### config.mk
export PLATFORM = sky130hd
export DESIGN_NAME = radix_digit_emitter_core
export DESIGN_NICKNAME = d
export VERILOG_FILES = /design/src/design/rde_pkg.sv /design/src/design/radix_digit_emitter_core.sv /design/src/design/rde_divider.sv /design/src/design/rde_digit_store.sv
export SDC_FILE = /design/constraint.sdc
export NUM_CORES = 1
export LEC_CHECK = 0
export BUFFER_PORTS_ARGS = -buffer_cell sky130_fd_sc_hd__clkbuf_2
export CORE_MARGIN = 3
export CORE_UTILIZATION = 30
export CTS_BUF_LIST = sky130_fd_sc_hd__clkbuf_2 sky130_fd_sc_hd__clkbuf_4 sky130_fd_sc_hd__clkbuf_8
export CTS_CLUSTER_DIAMETER = 60
export DETAILED_ROUTE_END_ITERATION = 8
export PLACE_DENSITY = 0.46
export SKIP_CTS_REPAIR_TIMING = 1
export SYNTH_ARGS = -nofsm -noshare
export SYNTH_HDL_FRONTEND = slang
export SYNTH_HIERARCHICAL = 1
export SYNTH_SLANG_ARGS = --single-unit
### constraint.sdc
create_clock -name aclk -period 14.8 [get_ports aclk]
set_clock_uncertainty 0.2 [all_clocks]
set_input_delay 1.48 -clock aclk [delete_from_list [all_inputs] [get_ports aclk]]
set_output_delay 1.48 -clock aclk [all_outputs]
set_load 0.05 [all_outputs]
### src/design/rde_pkg.sv
`default_nettype none

package rde_pkg;

    // Widths of the digit path.
    localparam int DIGIT_W   = 4;
    localparam int CHAR_W    = 7;
    localparam int RADIX_W   = 5;

    // Quotient bits retired by the shared divider in one cycle.
    localparam int STEP_BITS = 8;

    // Radix register reset value and the range that the divider accepts.
    localparam logic [RADIX_W-1:0] RADIX_RESET = 5'd10;
    localparam logic [RADIX_W-1:0] RADIX_MIN   = 5'd2;
    localparam logic [RADIX_W-1:0] RADIX_MAX   = 5'd16;

    // ASCII codes that the digit characters are built on.
    localparam logic [CHAR_W-1:0] CHAR_ZERO  = 7'd48;
    localparam logic [CHAR_W-1:0] CHAR_ALPHA = 7'd65;

    // Sequencer states of the top level.
    typedef enum logic [2:0] {
        S_IDLE,
        S_DIVIDE,
        S_PLAY_READ,
        S_PLAY_LOAD,
        S_PLAY_SEND
    } rde_state_t;

    // Commands from the sequencer to the divider.
    typedef struct packed {
        logic start;
        logic load;
    } div_cmd_t;

    // Status from the divider back to the sequencer.
    typedef struct packed {
        logic               busy;
        logic               done;
        logic               quot_zero;
        logic [DIGIT_W-1:0] rem;
    } div_stat_t;

    // Maps a digit value to its ASCII character, 0-9 then A-F.
    function automatic logic [CHAR_W-1:0] digit_to_char(input logic [DIGIT_W-1:0] d);
        logic [CHAR_W-1:0] ext;
        ext = CHAR_W'(d);
        if (d < 4'd10) begin
            digit_to_char = CHAR_ZERO + ext;
        end else begin
            digit_to_char = CHAR_ALPHA + (ext - 7'd10);
        end
    endfunction

endpackage

`default_nettype wire

### src/design/radix_digit_emitter_core.sv
`default_nettype none

// Each digit is one run of the shared divider, which retires eight quotient bits a cycle.
// Playback reads each digit from the store, loads it into the output register and then
// offers it until m_axis_tready; s_axis_tready is low from the taking of an item until
// its final digit is taken, so a new item waits until the last one is through.
// Reset: aresetn is synchronous and active low; it sets the radix to 10 and idles the block.
module radix_digit_emitter_core #(
    parameter int VALUE_WIDTH = 32
) (
    input  wire logic                      aclk,
    input  wire logic                      aresetn,
    // Configuration: the radix register.
    input  wire logic                      cfg_wr_en,
    input  wire logic [4:0]                cfg_wr_data,
    // Input items: value in the low VALUE_WIDTH bits.
    input  wire logic                      s_axis_tvalid,
    output logic                           s_axis_tready,
    input  wire logic [((VALUE_WIDTH+7)/8)*8-1:0] s_axis_tdata,
    // Result items: digit_char in bits 6:0, bit 7 zero.
    output logic                           m_axis_tvalid,
    input  wire logic                      m_axis_tready,
    output logic [7:0]                     m_axis_tdata,
    // Marks the least significant, final digit.
    output logic                           m_axis_tlast
);
    import rde_pkg::*;

    localparam int CHUNKS = (VALUE_WIDTH + STEP_BITS - 1) / STEP_BITS;
    localparam int QW     = CHUNKS * STEP_BITS;
    localparam int DEPTH  = VALUE_WIDTH;
    localparam int AW     = $clog2(DEPTH);
    localparam int CNTW   = $clog2(DEPTH + 1);

    rde_state_t          state_reg;
    rde_state_t          state_next;
    logic [RADIX_W-1:0]  radix_reg;
    logic [RADIX_W-1:0]  radix_eff;
    logic [CNTW-1:0]     count_reg;
    logic [CNTW-1:0]     count_next;
    logic [AW-1:0]       ptr_reg;
    logic [AW-1:0]       ptr_next;
    logic [CHAR_W-1:0]   out_char_reg;
    logic                out_last_reg;
    logic                load_out;
    logic                st_wr_en;
    logic                st_rd_en;
    logic [DIGIT_W-1:0]  st_rd_data;
    div_cmd_t            div_cmd;
    div_stat_t           div_stat;

    // Radix register.
    always_ff @(posedge aclk) begin
        if (!aresetn) begin
            radix_reg <= RADIX_RESET;
        end else if (cfg_wr_en) begin
            radix_reg <= cfg_wr_data;
        end
    end

    // Out-of-range radix values are clamped to the nearest legal base.
    always_comb begin
        priority if (radix_reg < RADIX_MIN) begin
            radix_eff = RADIX_MIN;
        end else if (radix_reg > RADIX_MAX) begin
            radix_eff = RADIX_MAX;
        end else begin
            radix_eff = radix_reg;
        end
    end

    // Shared divider: one digit per run, the quotient stays inside it.
    rde_divider #(
        .QW (QW)
    ) u_divider (
        .aclk    (aclk),
        .aresetn (aresetn),
        .cmd     (div_cmd),
        .value   (QW'(s_axis_tdata[VALUE_WIDTH-1:0])),
        .radix   (radix_eff),
        .stat    (div_stat)
    );

    // Remainders, least significant first.
    rde_digit_store #(
        .DEPTH (DEPTH),
        .AW    (AW)
    ) u_digit_store (
        .aclk    (aclk),
        .wr_en   (st_wr_en),
        .wr_addr (count_reg[AW-1:0]),
        .wr_data (div_stat.rem),
        .rd_en   (st_rd_en),
        .rd_addr (ptr_reg),
        .rd_data (st_rd_data)
    );

    // Sequencer state and counters.
    always_ff @(posedge aclk) begin
        if (!aresetn) begin
            state_reg <= S_IDLE;
            count_reg <= '0;
            ptr_reg   <= '0;
        end else begin
            state_reg <= state_next;
            count_reg <= count_next;
            ptr_reg   <= ptr_next;
        end
    end

    // Next state: divide until the quotient is zero, then play the digits back in reverse.
    always_comb begin
        state_next = state_reg;
        count_next = count_reg;
        ptr_next   = ptr_reg;
        div_cmd    = '0;
        st_wr_en   = 1'b0;
        st_rd_en   = 1'b0;
        load_out   = 1'b0;
        unique case (state_reg)
            S_IDLE: begin
                if (s_axis_tvalid) begin
                    div_cmd.start = 1'b1;
                    div_cmd.load  = 1'b1;
                    count_next    = '0;
                    state_next    = S_DIVIDE;
                end
            end
            S_DIVIDE: begin
                if (div_stat.done) begin
                    st_wr_en   = 1'b1;
                    count_next = count_reg + 1'b1;
                    if (div_stat.quot_zero || count_reg == CNTW'(DEPTH - 1)) begin
                        ptr_next   = count_reg[AW-1:0];
                        state_next = S_PLAY_READ;
                    end else begin
                        div_cmd.start = 1'b1;
                    end
                end
            end
            S_PLAY_READ: begin
                st_rd_en   = 1'b1;
                state_next = S_PLAY_LOAD;
            end
            S_PLAY_LOAD: begin
                load_out   = 1'b1;
                state_next = S_PLAY_SEND;
            end
            S_PLAY_SEND: begin
                if (m_axis_tready) begin
                    if (ptr_reg == '0) begin
                        state_next = S_IDLE;
                    end else begin
                        ptr_next   = ptr_reg - 1'b1;
                        state_next = S_PLAY_READ;
                    end
                end
            end
            default: begin
                state_next = S_IDLE;
            end
        endcase
    end

    // Output register: the character and its last-digit mark.
    always_ff @(posedge aclk) begin
        if (load_out) begin
            out_char_reg <= digit_to_char(st_rd_data);
            out_last_reg <= (ptr_reg == '0);
        end
    end

    assign s_axis_tready = (state_reg == S_IDLE);
    assign m_axis_tvalid = (state_reg == S_PLAY_SEND);
    assign m_axis_tdata  = {1'b0, out_char_reg};
    assign m_axis_tlast  = out_last_reg;

`ifndef SYNTHESIS
    // A new item is never taken while a result is still on offer.
    a_no_accept_while_sending: assert property (@(posedge aclk) disable iff (!aresetn)
        m_axis_tvalid |-> !s_axis_tready)
        else $error("input accepted while a result is pending");

    // Digit store writes stay inside the store.
    a_store_in_range: assert property (@(posedge aclk) disable iff (!aresetn)
        st_wr_en |-> (count_reg < CNTW'(DEPTH)))
        else $error("digit store write beyond its depth");

    // The divider only finishes while the sequencer waits for it.
    a_done_in_divide: assert property (@(posedge aclk) disable iff (!aresetn)
        div_stat.done |-> (state_reg == S_DIVIDE))
        else $error("divider finished outside the divide phase");

    // The divider is never running while the block waits for an item.
    a_divider_quiet_when_idle: assert property (@(posedge aclk) disable iff (!aresetn)
        (state_reg == S_IDLE) |-> !div_stat.busy)
        else $error("divider busy while the block is idle");

    // Taking the final digit returns the block to idle.
    a_last_ends_item: assert property (@(posedge aclk) disable iff (!aresetn)
        (m_axis_tvalid && m_axis_tready && m_axis_tlast) |=> s_axis_tready)
        else $error("block not idle after the final digit");
`endif

endmodule

`default_nettype wire

### src/design/rde_divider.sv
`default_nettype none

module rde_divider #(
    parameter int QW = 32
) (
    input  wire logic                       aclk,
    input  wire logic                       aresetn,
    input  wire rde_pkg::div_cmd_t          cmd,
    input  wire logic [QW-1:0]              value,
    input  wire logic [rde_pkg::RADIX_W-1:0] radix,
    output rde_pkg::div_stat_t              stat
);
    import rde_pkg::*;

    localparam int CHUNKS = QW / STEP_BITS;
    localparam int CW     = $clog2(CHUNKS + 1);

    logic [QW-1:0]        q_reg;
    logic [QW-1:0]        q_next;
    logic [DIGIT_W-1:0]   rem_reg;
    logic [DIGIT_W-1:0]   rem_next;
    logic [CW-1:0]        cnt_reg;
    logic                 busy_reg;
    logic                 done_reg;
    logic [STEP_BITS-1:0] qbits;
    logic [DIGIT_W:0]     partial;

    // One chunk of restoring long division: the top bits of the quotient register
    // are shifted through the remainder and the new quotient bits enter at the bottom.
    always_comb begin
        rem_next = rem_reg;
        qbits    = '0;
        partial  = '0;
        for (int i = 0; i < STEP_BITS; i++) begin
            partial = {rem_next, q_reg[QW-1-i]};
            if (partial >= radix) begin
                partial                 = partial - radix;
                qbits[STEP_BITS-1-i]    = 1'b1;
            end
            rem_next = partial[DIGIT_W-1:0];
        end
        q_next = (q_reg << STEP_BITS) | QW'(qbits);
    end

    // Control: a start runs the division over all CHUNKS chunks, then done pulses for one cycle.
    always_ff @(posedge aclk) begin
        if (!aresetn) begin
            busy_reg <= 1'b0;
            done_reg <= 1'b0;
            cnt_reg  <= '0;
        end else begin
            done_reg <= 1'b0;
            if (cmd.start) begin
                busy_reg <= 1'b1;
                cnt_reg  <= '0;
            end else if (busy_reg) begin
                cnt_reg <= cnt_reg + 1'b1;
                if (cnt_reg == CW'(CHUNKS - 1)) begin
                    busy_reg <= 1'b0;
                    done_reg <= 1'b1;
                end
            end
        end
    end

    // Datapath: the quotient is kept in place, the remainder clears per digit.
    always_ff @(posedge aclk) begin
        if (cmd.start) begin
            rem_reg <= '0;
            if (cmd.load) begin
                q_reg <= value;
            end
        end else if (busy_reg) begin
            q_reg   <= q_next;
            rem_reg <= rem_next;
        end
    end

    assign stat.busy      = busy_reg;
    assign stat.done      = done_reg;
    assign stat.quot_zero = (q_reg == '0);
    assign stat.rem       = rem_reg;

endmodule

`default_nettype wire

### src/design/rde_digit_store.sv
`default_nettype none

module rde_digit_store #(
    parameter int DEPTH = 32,
    parameter int AW    = 5
) (
    input  wire logic                        aclk,
    input  wire logic                        wr_en,
    input  wire logic [AW-1:0]               wr_addr,
    input  wire logic [rde_pkg::DIGIT_W-1:0] wr_data,
    input  wire logic                        rd_en,
    input  wire logic [AW-1:0]               rd_addr,
    output logic [rde_pkg::DIGIT_W-1:0]      rd_data
);
    import rde_pkg::*;

    logic [DIGIT_W-1:0] mem [DEPTH];

    // Write port.
    always_ff @(posedge aclk) begin
        if (wr_en) begin
            mem[wr_addr] <= wr_data;
        end
    end

    // Registered read port.
    always_ff @(posedge aclk) begin
        if (rd_en) begin
            rd_data <= mem[rd_addr];
        end
    end

endmodule

`default_nettype wire
Word-level counts from Yosys, hierarchy flattened:

Memories as Yosys holds them, arrays and structs flattened. A register that Yosys moved wholly into a read port is not among the register bits.
Cells that the tools add are included.
Widths: inputs -> output; s select.

* add/subtract/negate cells: 14
* multiply operators: 0
* divide/modulo/power cells: 0
* order comparisons: 11
* equal/unequal tests: 12
* shift-type cells: 0
* muxes and demuxes: 51
* bitwise operators: 3
* reductions and logical operators: 13

Operator list (number)
* $mux 32: 3
* $ge 5x5->1: 8
* $logic_not 32->1: 1
* $mux 4: 8
* $or 32x8->32: 1
* $sub 4x4->4: 8
* $mux 5: 6
* $mux 1: 21
* $pmux 3 s5: 1
* $mux 3: 4
* $mux 6: 2
* $pmux 6 s2: 1
* $pmux 5 s2: 1
* $eq 3x2->1 const B: 3
* $ne 2x2->1 const B: 4
* $add 6x4->7 const A: 1
* $add 7x7->7 const A: 1
* $mux 7: 1
* $add 6x1->6 const B: 1
* $eq 6x5->1 const B: 1
* $reduce_bool 2->1: 3
* $gt 5x5->1 const B: 1
* $logic_not 5->1: 1
* $lt 5x2->1 const B: 1
* other kinds (18): 21

* register bits: 68
* latch bits: 0
* bits in writable memories: 128
* bits in read-only memories: 0
* bits of input ports: 42
* output and inout bits: 11
* logic and storage cells: 116
* memories: 1

Memories
* u_digit_store.mem: words 32, bits a word 4, read ports 1, clocked after Yosys merged registers in 1, write ports 1, RTL line rde_digit_store.sv:17 `logic [DIGIT_W-1:0] mem [DEPTH];`

Depth between registers and ports, before layout:

* word-level depth: 22
* depth in mapped cells: 54
* mapped depth without buffers: 54

Hierarchy:

Netlist, hierarchy kept.

By module, submodules not included
* rde_digit_store: times used 1, cells an instance 231, area each 5178.7 um^2
* rde_divider: times used 1, cells an instance 347, area each 3624.7 um^2
* radix_digit_emitter_core: times used 1, cells an instance 166, area each 1512.7 um^2

Least setup slack after synthesis:

No wires, ideal clock.

* path kind: reg2reg
* start: register radix_reg[2]
* end: register u_divider.rem_reg[2]
* arrival: 10993 ps
* slack: 3516 ps
* stages on the path, launching flop included: 51
* buffers on the path: 0
* cells stage by stage: dfxtp_1 nor2_1 nor2_1 nor2_1 inv_1 ha_1 nor2b_1 o31ai_4 nand3b_1 a21oi_1 mux2_2 ha_1 o21a_1 o31a_1 o22ai_4 o21ai_0 ha_1 nor2b_1 [15 not listed] ha_1 nor2b_1 o31a_1 o22a_1 a2111oi_0 a211oi_1 ha_1 o21a_1 o31a_1 o22ai_2 nand2_1 o21ai_0 ha_1 nand2_1 o21ai_0 a31oi_1 o22ai_1 a311oi_1

* cells in the longest elaborated chain, start to end: 19

RTL lines
* start, declared: RTL line radix_digit_emitter_core.sv:37 `logic [RADIX_W-1:0] radix_reg;`
* start signal, assigned: RTL line radix_digit_emitter_core.sv:57 `radix_reg <= cfg_wr_data;`
* $gt 5x5->1: RTL line radix_digit_emitter_core.sv:65 `end else if (radix_reg > RADIX_MAX) begin`
* $mux 5: RTL line radix_digit_emitter_core.sv:65
* $mux 5 *: RTL line radix_digit_emitter_core.sv:63 `priority if (radix_reg < RADIX_MIN) begin`
* via radix_eff[1]: RTL line radix_digit_emitter_core.sv:38 `logic [RADIX_W-1:0] radix_eff;`
* $sub 4x4->4 / $ge 5x5->1 (equally long branches): RTL line rde_divider.sv:37, rde_divider.sv:36
* $mux 4: RTL line rde_divider.sv:36 `if (partial >= radix) begin`
* $sub 4x4->4 / $ge 5x5->1 (equally long branches): RTL line rde_divider.sv:37, rde_divider.sv:36
* $mux 4: RTL line rde_divider.sv:36
* [4 not listed]
* $sub 4x4->4 / $ge 5x5->1 (equally long branches): RTL line rde_divider.sv:37, rde_divider.sv:36
* $mux 4: RTL line rde_divider.sv:36
* $sub 4x4->4 / $ge 5x5->1 (equally long branches): RTL line rde_divider.sv:37, rde_divider.sv:36
* $mux 4: RTL line rde_divider.sv:36
* $ge 5x5->1 / $sub 4x4->4 (equally long branches): RTL line rde_divider.sv:36, rde_divider.sv:37
* $mux 4: RTL line rde_divider.sv:36
* $sub 4x4->4 / $ge 5x5->1 (equally long branches): RTL line rde_divider.sv:37, rde_divider.sv:36
* $mux 4 *: RTL line rde_divider.sv:36
* end signal, assigned: RTL line rde_divider.sv:75 `rem_reg <= rem_next;`
* end, declared: RTL line rde_divider.sv:20 `logic [DIGIT_W-1:0] rem_reg;`

The timed path passes the listed nets; every way through them passes the cells marked *.
A chain may end at the register's enable or synchronous reset.

Final worst setup path:

Same ends and word-level chain as after synthesis.

==> results.json <==
{
  "tightestPinTransition_ps": 832,
  "drv_slew": 0,
  "io_buffers": 51,
  "worstPathArrival_ps": 12580,
  "mappedNetlistNets": 841,
  "r2r_start": "radix_reg[2]",
  "core_area_sq_um": 33700,
  "slowest_stage": "a31oi_1",
  "grt.total_usage_pct": 13.1,
  "cp_common_cell": "ha_1",
  "critPathTopFamily": "compound AO/OA/AOI/OAI gates",
  "grt_antenna_before_repair": 0,
  "setup_tns_ps": 0,
  "maxSlewHeadroom_pct": 44.4,
  "cp_max_fo": 10,
  "area_growth_pct": 11.4,
  "setup_viol": 0,
  "fin_nets": 896,
  "core.rowCount": 67,
  "clock_path_buffers": 2,
  "maxCapViolations": 0,
  "cp_num_buf_inv": 3,
  "hold_start": "u_divider/cnt_reg[2]",
  "grt_pass1_vias": 6307,
  "die_y_microns": 191,
  "grt_max_degree": 44,
  "drt_iter0_drc": 386,
  "status": "finished, final reports clean",
  "hold_depth": 2,
  "start_util_pct": 30.6,
  "gp_congestion": 0.813,
  "hold_viol": 0,
  "multiInputGateArea_sq_um": 4280,
  "rr_endpoint": "u_divider/rem_reg[2]",
  "clkLatencyLatePin_ps": 480,
  "num_antenna_cells": 0,
  "fmax_mhz": 80.7,
  "rsz0062_at_grt": "false",
  "dpl.hpwl_mm": 16.4,
  "startpoint_type": "flip-flop",
  "max_stage_delay_ps": 640,
  "worst-path-stages": 52,
  "critPathCaptureType": "flip-flop",
  "drtAntennaViolNets": 0,
  "cts_tree": "done",
  "r2r_slack_ps": 2400,
  "finalCritPeriodShare_pct": 83.8,
  "grt_pass1_wl_mm": 36.4,
  "ios": 53,
  "wl_mm": 23.1,
  "numCtsBuffers": 17,
  "overflow": 0,
  "synth_area_sq_um": 10300,
  "wl_per_cell_microns": 18.4,
  "syn_area_per_cell_sq_um": 13.9,
  "via_count": 6123,
  "crit_path_start": "radix_reg[2]",
  "drt_first_pass_iters": 4,
  "holdPathEnd": "u_divider/cnt_reg[2]",
  "root_buffer": "clkbuf_8",
  "synth_cells": 743,
  "clock_sinks": 200,
  "viasPerCell": 4.86,
  "layout_min_cycle_time_ps": 12400,
  "synth-warning-count": 6,
  "rr_worst_depth": 52,
  "required_ps": 14980,
  "largest_reg_flops": 128,
  "drc_errors": 0,
  "cts_max_level": 4,
  "crit_type": "flip-flop to flip-flop",
  "die-area_sq_um": 36600,
  "hp-class": "flip-flop to flip-flop",
  "regArea_sq_um": 5730,
  "drive_above_1_share_pct": 25.0,
  "die_x_microns": 191,
  "path_clk_slew_ps": 100,
  "nFillCells": 3353
}
worst max path at each step:
stage / slack (ps) / end
after global placement: 2710 / u_divider/rem_reg[2]
after global routing: 1370 / u_divider/rem_reg[2]
after detailed placement: 2530 / u_divider/rem_reg[2]
after CTS: 2480 / u_divider/rem_reg[2]
after floorplan: 3520 / u_divider/rem_reg[2]
final: 2400 / u_divider/rem_reg[2]
layout by cell type (no fill, tap or decap), types with 7 or more instances in the layout:
master      n
o21a_1     10
a21o_1     10
o21ai_0    15
mux4_2     40
xor2_1     10
nand3b_1    8
nand2_1    35
nand4_1    13
xnor2_1     8
ha_1       48
buf_4      10
mux2_2     37
dfxtp_1    27
inv_1      39
clkbuf_2   51
a21oi_1    21
nor2b_1    14
edfxtp_1  172
fa_1        8
nand3_1     8
nor4_1      9
nor2_1     75
clkbuf_8   17
nor3_1      7
mux2i_1    11
routing by layer:
layer  global-route usage (%)  share of wire, %  up-vias
met3                     2.57               3.4       19
met2                     22.0                50      107
li1                         -                 -     2962
met1                     17.1                46     3035
met4                     3.81               1.5        0
met5                        0                 0        -
cell type report:
class | instances | area share (%)
repair buffers | 61 | 2.88
multi-input cells | 477 | 37.3
well taps | 448 | 4.88
inverters | 41 | 1.38
clock inverters | 15 | 1.69
clock buffers | 17 | 2.04
flip-flops and latches | 200 | 49.9
metrics by stage:
step	utilization (%)	hold slack, ps	cell area (sq um)	instances	setup WS (ps)
after floorplan	-	252	10300	743	3520
after global placement	32.8	265	11100	1227	2710
after detailed placement	32.8	271	11100	1227	2530
after CTS	34.1	285	11500	1259	2480
after global routing	34.1	326	11500	1259	1370
final	34.1	285	11500	1259	2400
worst reg2reg max path, delay by kind of cell, from the launching register on:
kind	cells	cell delay (ps)
fa+ha+maj	8	2460
simple gates	12	1550
buf+inv	3	630
mux	3	1130
flops	1	380
compound gates	26	5960
Power is not shown: default switching activity piles up to over one toggle a cycle in this logic, so the estimate is an artifact.
